--- src/rtl/afs_fifo.sv ---
// Generic register-based queue with occupancy count.
// DEPTH must be a power of two. No dependencies.
module afs_fifo #(
    parameter int WIDTH = 8,
    parameter int DEPTH = 4
) (
    input  logic                       i_clk,
    input  logic                       i_rst_n,
    input  logic                       i_push,
    input  logic [WIDTH-1:0]           i_data,
    output logic                       o_full,
    input  logic                       i_pop,
    output logic [WIDTH-1:0]           o_data,
    output logic                       o_empty,
    output logic [$clog2(DEPTH+1)-1:0] o_count
);

    localparam int PTR_W = (DEPTH > 1) ? $clog2(DEPTH) : 1;
    localparam int CNT_W = $clog2(DEPTH + 1);

    logic [WIDTH-1:0] r_mem [DEPTH];
    logic [PTR_W-1:0] r_wr_ptr, n_wr_ptr;
    logic [PTR_W-1:0] r_rd_ptr, n_rd_ptr;
    logic [CNT_W-1:0] r_count, n_count;
    logic             do_push;
    logic             do_pop;

    assign o_full  = (r_count == CNT_W'(DEPTH));
    assign o_empty = (r_count == '0);
    assign do_push = i_push && !o_full;
    assign do_pop  = i_pop && !o_empty;

    always_comb begin
        n_wr_ptr = do_push ? r_wr_ptr + PTR_W'(1) : r_wr_ptr;
        n_rd_ptr = do_pop ? r_rd_ptr + PTR_W'(1) : r_rd_ptr;
        n_count  = r_count + CNT_W'(do_push) - CNT_W'(do_pop);
    end

    always_ff @(posedge i_clk) begin
        if (!i_rst_n) begin
            r_wr_ptr <= '0;
            r_rd_ptr <= '0;
            r_count  <= '0;
        end else begin
            r_wr_ptr <= n_wr_ptr;
            r_rd_ptr <= n_rd_ptr;
            r_count  <= n_count;
        end
    end

    always_ff @(posedge i_clk) begin
        if (do_push) begin
            r_mem[r_wr_ptr] <= i_data;
        end
    end

    assign o_data  = r_mem[r_rd_ptr];
    assign o_count = r_count;

endmodule

--- config.mk ---
export PLATFORM = sky130hd
export DESIGN_NAME = afs_fifo
export DESIGN_NICKNAME = d
export VERILOG_FILES = /design/src/rtl/afs_fifo.sv
export SDC_FILE = /design/constraint.sdc
export NUM_CORES = 1
export LEC_CHECK = 0
export BUFFER_PORTS_ARGS = -buffer_cell sky130_fd_sc_hd__buf_2
export CAP_MARGIN = 10
export CORE_ASPECT_RATIO = 1.5
export CORE_MARGIN = 2
export CORE_UTILIZATION = 55
export DETAILED_ROUTE_END_ITERATION = 6
export PLACE_DENSITY_LB_ADDON = 0.25
export SLEW_MARGIN = 20
export SYNTH_ARGS = -nofsm -noshare
export SYNTH_HDL_FRONTEND = slang
export SYNTH_SLANG_ARGS = --single-unit
export TNS_END_PERCENT = 30
--- constraint.sdc ---
create_clock -name i_clk -period 3.7 [get_ports i_clk]
set_input_delay 0.185 -clock i_clk [delete_from_list [all_inputs] [get_ports i_clk]]
set_output_delay 0.185 -clock i_clk [all_outputs]
set_load 0.01 [all_outputs]
==> key figures, run 1 <==
Outcome
  • Outcome: finished, final reports clean

Critical path
  • Arrival time at the worst endpoint: 2.62 ns
  • Critical Path Source Type: flop
  • Origin of the critical flop-to-flop path: o_count[2]
  • Critical register-to-register path endpoint: o_count[2]
  • WS Path Type: flop to flop
  • Required time of the critical path: about 3.9 ns
  • Critical path endpoint category: flop
  • Logic depth of the worst register-to-register path: 10
  • Worst reg2reg setup slack: 1.26 ns
  • Launch point of the critical path: o_count[2]
  • Worst-path fanout max: 7

Global routing
  • Pin count of the biggest net entering global routing: 14
  • Wire length of the first global-routing pass: 4084 microns
  • Antenna violations before repair: 0
  • Via count of the first global-routing pass: 930
  • Tot GR Track Use: 0.1670
  • Grt ovf: 0

Synth
  • Total standard cell area after synthesis: 1642 sq um
  • Dominant combinational cell family by area after synthesis: multiplexers
  • EDFF count, synth: 32
  • Yosys reg bits: 41
  • Area contributors post-synth: sky130_fd_sc_hd__edfxtp_1, sky130_fd_sc_hd__dfxtp_1, sky130_fd_sc_hd__mux4_2, sky130_fd_sc_hd__ha_1, sky130_fd_sc_hd__and2_1
  • Multiplexer fraction of the synthesized cell area: 0.1220
  • Post-synthesis share of cell area spent on and, or, nand and nor gates: 0.07241
  • Ys Warns: 0
  • Area fraction of the dominant cell type after synthesis: 0.5854
  • Post-synth top flop: sky130_fd_sc_hd__edfxtp_1
  • Post-synthesis xor/xnor area fraction: 0.01067
  • Post-synthesis share of cell area spent on full adders, half adders and majority gates: 0.05793
  • Share of async-settable or async-resettable flops after synthesis: 0
  • Share of the synthesized area in compound gates (AO/OA/AOI/OAI): 0.01372
  • Sequential element share of the synthesized area: 0.6951
  • Mean instance size in the synthesized netlist: 17.65 sq um
  • Post-synthesis cell type with the largest combined area: sky130_fd_sc_hd__edfxtp_1
  • Number of instances in the synthesized netlist: 93
  • Nets in the synthesized netlist: 112
  • Number of unique standard cell types used by synthesis: 20

Placement
  • Placement-stage cell area: 1787 sq um
  • Worst slack, placed: 1.253 ns
  • Final weighted congestion in routability-driven placement: 0.6280
  • Number of port buffers: 24
  • Number of placed cells counting well taps: 152
  • Total half-perimeter wirelength after legalization and detailed placement: ~1800 microns

Detailed routing
  • First-pass iteration count of the detailed router: 4
  • Number of vias per cell after detailed routing: 5.250
  • Number of nets with antenna violations after routing: 0
  • Initial detailed-routing violation count: 9
  • Wirelength, routed: about 2500 microns
  • Wire per inst: 15.44 microns
  • DRC violation count after routing: 0
  • Via count: between 800 and 900

Layout
  • ANT cells: 0
  • Final Net Count: 139
  • Post-route standard cell area excluding fillers: 1921 sq um
  • Share of layout cells above drive strength 1: 0.3471
  • Final core utilization: 0.6662
  • Multi-input gate area in the final layout: 454.2 sq um
  • Final-layout fill cell count: 227
  • Final instance count without filler cells: 160
  • Area overhead of the layout relative to synthesis: 17.00%
  • Sequential cell area in the final layout: 1141 sq um

Timing
  • Layout Skew: 0.004294 ns
  • Slew Limit Fails: 0
  • Post-route fraction of the period consumed by the critical path: 0.6587
  • Fin crit period: 2.437 ns
  • Setup Total Neg Slack: 0 ns
  • Worst-case hold slack: 0.1122 ns
  • Highest Clock Rate: 410.3 MHz
  • Worst-case headroom to the max-slew limit: 0.6421
  • Worst setup slack after layout: 1.263 ns
  • Setup repair after global routing missed its margin: no
  • Final-report hold violation count: 0
  • Measured slew at the worst slew-check pin: 0.5362 ns
  • Setup-failing EPs final: 0

Clock network
  • Clk root buf: sky130_fd_sc_hd__clkbuf_8
  • CTS max path bufs: 2
  • Post-cts gate resize count: 0
  • Number of buffers inserted during clock tree synthesis: 5
  • Clock sinks: 41
  • Depth of the CTS H-tree: 2
  • Post-CTS Repair Setup Buffers: 0
  • CTS tree: done
  • Post-CTS Hold Fix Bufs: 0
  • Clock slew at the register clock pins of the worst setup and hold paths: 0.07 ns
  • Clock latency at the later pin of the worst-skew pair: 0.28 ns

Flow run
  • Count of max-cap constraint violations: 0

Min path
  • Worst Hold Path EP: r_mem[3][0]
  • Startpoint of the most critical hold path: i_data[0]
  • Number of cells on the worst hold path: 1
  • Hold Crit Class: primary input to flop

Floorplanning
  • Overall die width: about 49 microns
  • Area of the core: 2883 sq um
  • I/O Pins: 25
  • Die height: roughly 71 microns
  • Initial standard-cell utilization of the core: 0.5694
  • Site row count: 24
  • Die area: 3447 sq um

Pwr
  • Total power draw: 1.328 mW
  • Maximum vdd ir drop: 0.0004715 V
  • Power per unit of standard cell area: 691.4 nW/um^2
  • Leakage component of the power: 0.7135 nW
-- layer usage --
layer  part of all wire  GRT usage  vias up
li1                   -          -      395
met1               0.36     0.1574      417
met2               0.59     0.3196       26
met3              0.047    0.04641        2
met4             0.0069    0.08571        0
met5                  0          0        -
-- registers in the layout, summed over array words and instances (netlist names), named ones only --
| signal | cells |
|---|---|
| r_mem | 32 |
| o_count | 3 |
| r_rd_ptr | 2 |
| r_wr_ptr | 2 |
-- area by class of cell --
type                    count  area share
clock buffers               5     0.03583
clock inverters             3     0.03388
inverters                   6     0.01173
multi-input cells          42      0.2365
flip-flops and latches     41      0.5941
well taps                  39     0.02541
repair buffers             24     0.06254
-- critical path, cell delays in order (launching register included) --
cell,delay (ns)
sky130_fd_sc_hd__dfxtp_1,0.35
sky130_fd_sc_hd__nor3b_2,0.17
sky130_fd_sc_hd__nor2b_1,0.39
sky130_fd_sc_hd__inv_1,0.09
sky130_fd_sc_hd__ha_1,0.29
sky130_fd_sc_hd__inv_1,0.04
sky130_fd_sc_hd__ha_1,0.18
sky130_fd_sc_hd__fa_1,0.39
sky130_fd_sc_hd__xnor2_1,0.15
sky130_fd_sc_hd__xnor2_1,0.13
sky130_fd_sc_hd__and2_1,0.15
-- how the worst max path moves through the flow --
| stage | to | slack [ns] | cells after the start |
|---|---|---|---|
| 2_1_floorplan | o_count[2] | 1.51 | 11 |
| 6_report | o_count[2] | 1.26 | 10 |
| 3_5_place_dp | o_count[2] | 1.25 | 10 |
| 5_1_grt | o_count[2] | 1.05 | 10 |
| 3_3_place_gp | o_count[2] | 1.39 | 10 |
| 4_1_cts | o_count[2] | 1.23 | 10 |
-- report_power, final --
part | internal [mW] | switching (mW) | leakage (nW)
Clock | 0.268 | 0.142 | 0.0681
Sequential | 0.564 | 0.0524 | 0.367
Combinational | 0.157 | 0.145 | 0.278
Total | 0.989 | 0.339 | 0.713
-- kinds of logic (layout without fill, tap and decap cells) --
| group | count (synthesis) | count (layout) |
|---|---|---|
| compound gates | 4 | 4 |
| xor+xnor | 2 | 2 |
| fa+ha+maj | 7 | 7 |
| buf+inv | 10 | 38 |
| flops | 41 | 41 |
| mux | 10 | 10 |
| simple gates | 19 | 19 |
-- layout by cell type (no fill, tap or decap) --
cell / Yosys / routed
sky130_fd_sc_hd__edfxtp_1: 32 / 32
sky130_fd_sc_hd__buf_2: 1 / 24
sky130_fd_sc_hd__dfxtp_1: 9 / 9
sky130_fd_sc_hd__mux4_2: 8 / 8
sky130_fd_sc_hd__and2_1: 7 / 7
sky130_fd_sc_hd__inv_1: 6 / 6
sky130_fd_sc_hd__nand2_1: 6 / 6
sky130_fd_sc_hd__ha_1: 6 / 6
sky130_fd_sc_hd__clkbuf_8: 0 / 5
sky130_fd_sc_hd__o21ai_0: 3 / 3
sky130_fd_sc_hd__nor2b_1: 2 / 2
sky130_fd_sc_hd__mux2i_1: 2 / 2
sky130_fd_sc_hd__xnor2_1: 2 / 2
sky130_fd_sc_hd__bufinv_16: 0 / 2
sky130_fd_sc_hd__nor3_2: 1 / 1
sky130_fd_sc_hd__nor3b_2: 1 / 1
sky130_fd_sc_hd__nand4bb_1: 1 / 1
sky130_fd_sc_hd__or3_1: 1 / 1
sky130_fd_sc_hd__a21boi_1: 1 / 1
sky130_fd_sc_hd__fa_1: 1 / 1
sky130_fd_sc_hd__clkinv_2: 0 / 1
-- synthesized netlist by cell type (all sizes together), types with 2 or more instances --
| library cell | count |
|---|---|
| nor2b | 2 |
| buf | 2 |
| ha | 6 |
| mux2i | 2 |
| o21ai | 3 |
| xnor2 | 2 |
| dfxtp | 9 |
| edfxtp | 32 |
| inv | 6 |
| clkbuf | 2 |
| nand2 | 6 |
| and2 | 7 |
| mux4 | 8 |
Note: power is estimated with default switching activity, not from simulation.
==> inputs of run 2 (changes only) <==
ABC_AREA = 1   (was not set)
CORE_UTILIZATION = 50   (was 55)
clock period = 2 ns   (was 3.7 ns; I/O delays follow)
==> key figures, run 2 <==
Critical path
  • Critical Path Source Type: flop
  • Arrival time at the worst endpoint: 2.12 ns (-0.50 ns)
  • Worst-path fanout max: 6 (-1)
  • Required time of the critical path: 2.25 ns (-1.63 ns)
  • WS Path Type: flop to flop
  • Critical path endpoint category: flop

Global routing
  • GRT Max-Usage Layer: met2
  • Via count of the first global-routing pass: 1144 (+23%)
  • Grt ovf: 0 (unchanged)
  • Met3 Usage GRT: 0.06151 (+0.01509)
  • Antenna violations before repair: 0 (unchanged)
  • Wire length of the first global-routing pass: 4864 microns (+19%)
  • Tot GR Track Use: 0.1788 (+0.01172)
  • Pin count of the biggest net entering global routing: 17 (+3)
  • Met1 capacity usage during global routing: 0.1680 (+0.01059)
  • Met2 usage: 0.3391 (+0.01947)

Clock network
  • Depth of the CTS H-tree: 2 (unchanged)
  • Clock slew at the register clock pins of the worst setup and hold paths: 0.08 ns (about the same)
  • Clock latency at the later pin of the worst-skew pair: 0.29 ns (about the same)
  • Clk root buf: sky130_fd_sc_hd__clkbuf_8
  • Clock sinks: 41 (unchanged)
  • Post-CTS Repair Setup Buffers: 0 (unchanged)
  • CTS max path bufs: 2 (unchanged)
  • Number of buffers inserted during clock tree synthesis: 5 (unchanged)
  • Post-CTS Hold Fix Bufs: 0 (unchanged)
  • CTS tree: done

Timing
  • Layout Skew: 0.006361 ns (+0.002067 ns)
  • Worst-case headroom to the max-slew limit: 0.7887 (+0.1467)
  • Setup Total Neg Slack: 0 ns (unchanged)
  • Slew Limit Fails: 0 (unchanged)
  • Worst setup slack after layout: 0.1245 ns (-1.138 ns)
  • Post-route fraction of the period consumed by the critical path: 0.9377 (+0.2790)
  • Setup-failing EPs final: 0 (unchanged)
  • Final-report hold violation count: 0 (unchanged)
  • Measured slew at the worst slew-check pin: 0.3165 ns (-0.2197 ns)
  • Setup repair after global routing missed its margin: no
  • Fin crit period: 1.875 ns (-0.5617 ns)
  • Highest Clock Rate: 533.2 MHz (+30%)

Placement
  • Total half-perimeter wirelength after legalization and detailed placement: 2042 microns (+17%)
  • Number of port buffers: 24 (unchanged)
  • Final weighted congestion in routability-driven placement: 0.6816 (+8.5%)
  • Worst slack, placed: 0.02098 ns (-1.232 ns)

Synth
  • Post-synth top flop: sky130_fd_sc_hd__edfxtp_1
  • Post-synthesis cell type with the largest combined area: sky130_fd_sc_hd__edfxtp_1
  • Share of async-settable or async-resettable flops after synthesis: 0 (unchanged)
  • Leading cell types by count after synthesis: sky130_fd_sc_hd__edfxtp_1, sky130_fd_sc_hd__nor2_1, sky130_fd_sc_hd__inv_1, sky130_fd_sc_hd__nand2_1, sky130_fd_sc_hd__o21ai_0
  • Area fraction of the dominant cell type after synthesis: 0.5736 (-0.01180)
  • Sequential element share of the synthesized area: 0.6811 (-0.01402)
  • Nets in the synthesized netlist: 163 (+46%)
  • Number of unique standard cell types used by synthesis: 16 (-20%)
  • Most frequently used cell type in the post-synthesis netlist: sky130_fd_sc_hd__edfxtp_1
  • EDFF count, synth: 32 (unchanged)
  • Total standard cell area after synthesis: 1675 sq um (+2.1%)
  • Mean instance size in the synthesized netlist: 11.63 sq um (-34%)
  • Area contributors post-synth: sky130_fd_sc_hd__edfxtp_1, sky130_fd_sc_hd__dfxtp_1, sky130_fd_sc_hd__nor2_1, sky130_fd_sc_hd__ha_1, sky130_fd_sc_hd__inv_1
  • Ys Warns: 0 (unchanged)
  • Number of instances in the synthesized netlist: 144 (+55%)
  • Yosys reg bits: 41 (unchanged)

Floorplanning
  • Die height: 74.90 microns (+5.6%)
  • Area of the core: 3191 sq um (+11%)
  • Die area: 3839 sq um (+11%)
  • Overall die width: 51.27 microns (+5.5%)
  • Initial standard-cell utilization of the core: 0.5251 (-0.04435)
  • Site row count: 25 (+4.2%)
  • I/O Pins: 25 (unchanged)

Pwr
  • Maximum vdd ir drop: 0.0008486 V (+80%)
  • Leakage component of the power: 0.8153 nW (+14%)
  • Power per unit of standard cell area: 1259 nW/um^2 (+82%)

Detailed routing
  • Wire per inst: 13.11 microns (-15%)
  • Initial detailed-routing violation count: 20 (+11)
  • First-pass iteration count of the detailed router: 4 (unchanged)
  • Wirelength, routed: 2871 microns (+16%)
  • Via count: 1121 (+33%)
  • Number of vias per cell after detailed routing: 5.119 (-2.5%)
  • DRC violation count after routing: 0 (unchanged)
  • Number of nets with antenna violations after routing: 0 (unchanged)

Layout
  • Share of layout cells above drive strength 1: 0.2626 (-0.08454)
  • Number of flip-flops in the largest register: 32 (unchanged)
  • Final Net Count: 197 (+42%)
  • Most frequent standard cell in the layout excluding fill and tap cells: sky130_fd_sc_hd__edfxtp_1
  • ANT cells: 0 (unchanged)
  • Most used cells in the layout excluding fill and tap cells: sky130_fd_sc_hd__edfxtp_1, sky130_fd_sc_hd__nor2_1, sky130_fd_sc_hd__buf_2
  • Area overhead of the layout relative to synthesis: 18.22%
  • Top reg by flops: r_mem

Outcome
  • Outcome: finished, final reports clean

Min path
  • Hold Crit Class: primary input to flop

Flow run
  • Count of max-cap constraint violations: 0 (unchanged)
[run 2: changes by cell type after synthesis, sizes merged, moves of 2 or more]
cell    previous run  this run
nor2               0        28
inv                6        19
o21ai              3        16
mux4               8         0
nand2              6        14
o22ai              0         8
and2               7         0
a21oi              0         5
nand3              0         4
clkbuf             2         0
mux2i              2         0
nor2b              2         0
xnor2              2         0
[run 2: routing by layer]
layer	routed length, microns	part of all wire	vias to the layer above
li1	-	-	556
met1	1063	0.37	529
met2	1549	0.54	30
met3	193	0.067	6
met4	65	0.023	0
met5	0	0	-
[run 2: area by class of cell]
cell class,instances,area (sq um)
flip-flops and latches,41,1141
well taps,40,50.05
clock inverters,2,16.27
fillers,279,1210
clock buffers,6,93.84
multi-input cells,82,450.4
repair buffers,29,157.7
inverters,19,71.32
[run 2: kinds of logic (layout without fill, tap and decap cells)]
kind of cell	Yosys count	count (layout)	share of synthesized area
AOI/OAI and AO/OA	29	29	0.09709
adders and majority gates	7	7	0.05676
buffers and inverters	21	56	0.05601
DFF	41	41	0.6811
and+or+nand+nor	46	46	0.1090
[run 2: worst paths after layout]
check / startpoint / endpoint / slack, ns / cells after the start
max: o_count[1] / o_count[1] / 0.12 / 9
min: i_data[3] / r_mem[2][3] / 0.02 / 1
max reg2reg: o_count[1] / o_count[1] / 0.12 / 9
min reg2reg: r_rd_ptr[0] / r_rd_ptr[0] / 0.50 / 2
[run 2: timing repair]
action	CTS	global route
endpoints found under the setup margin	1	2
resized for setup	2	3
pin swaps	0	1
[run 2: stage by stage]
step / area (sq um) / hold slack [ns] / power, mW / instances / utilization
after floorplan: 1675 / 0.1935 / 1.624 / 144 / -
after global placement: 1861 / 0.3085 / 1.832 / 211 / 0.5831
after detailed placement: 1861 / 0.3171 / 1.890 / 211 / 0.5831
after CTS: 1976 / 0.007058 / 2.500 / 219 / 0.6192
after global routing: 1981 / 0.006011 / 2.670 / 219 / 0.6208
final: 1981 / 0.01786 / 2.493 / 219 / 0.6208
[run 2: worst max-delay path: stages (launching register included)]
cell and delay (ns):
sky130_fd_sc_hd__dfxtp_1 0.39, sky130_fd_sc_hd__nor2_2 0.06, sky130_fd_sc_hd__nand2_2 0.11, sky130_fd_sc_hd__nand2_1 0.13, sky130_fd_sc_hd__ha_1 0.30, sky130_fd_sc_hd__inv_1 0.04
sky130_fd_sc_hd__ha_1 0.18, sky130_fd_sc_hd__fa_2 0.52, sky130_fd_sc_hd__nand2_1 0.06, sky130_fd_sc_hd__inv_1 0.05
[run 2: report_power, final]
part | internal, mW | switching, mW | total [mW]
clock | 0.323 | 0.281 | 0.603
combinational | 0.292 | 0.472 | 0.764
sequential | 1.05 | 0.0760 | 1.13
total | 1.66 | 0.829 | 2.49
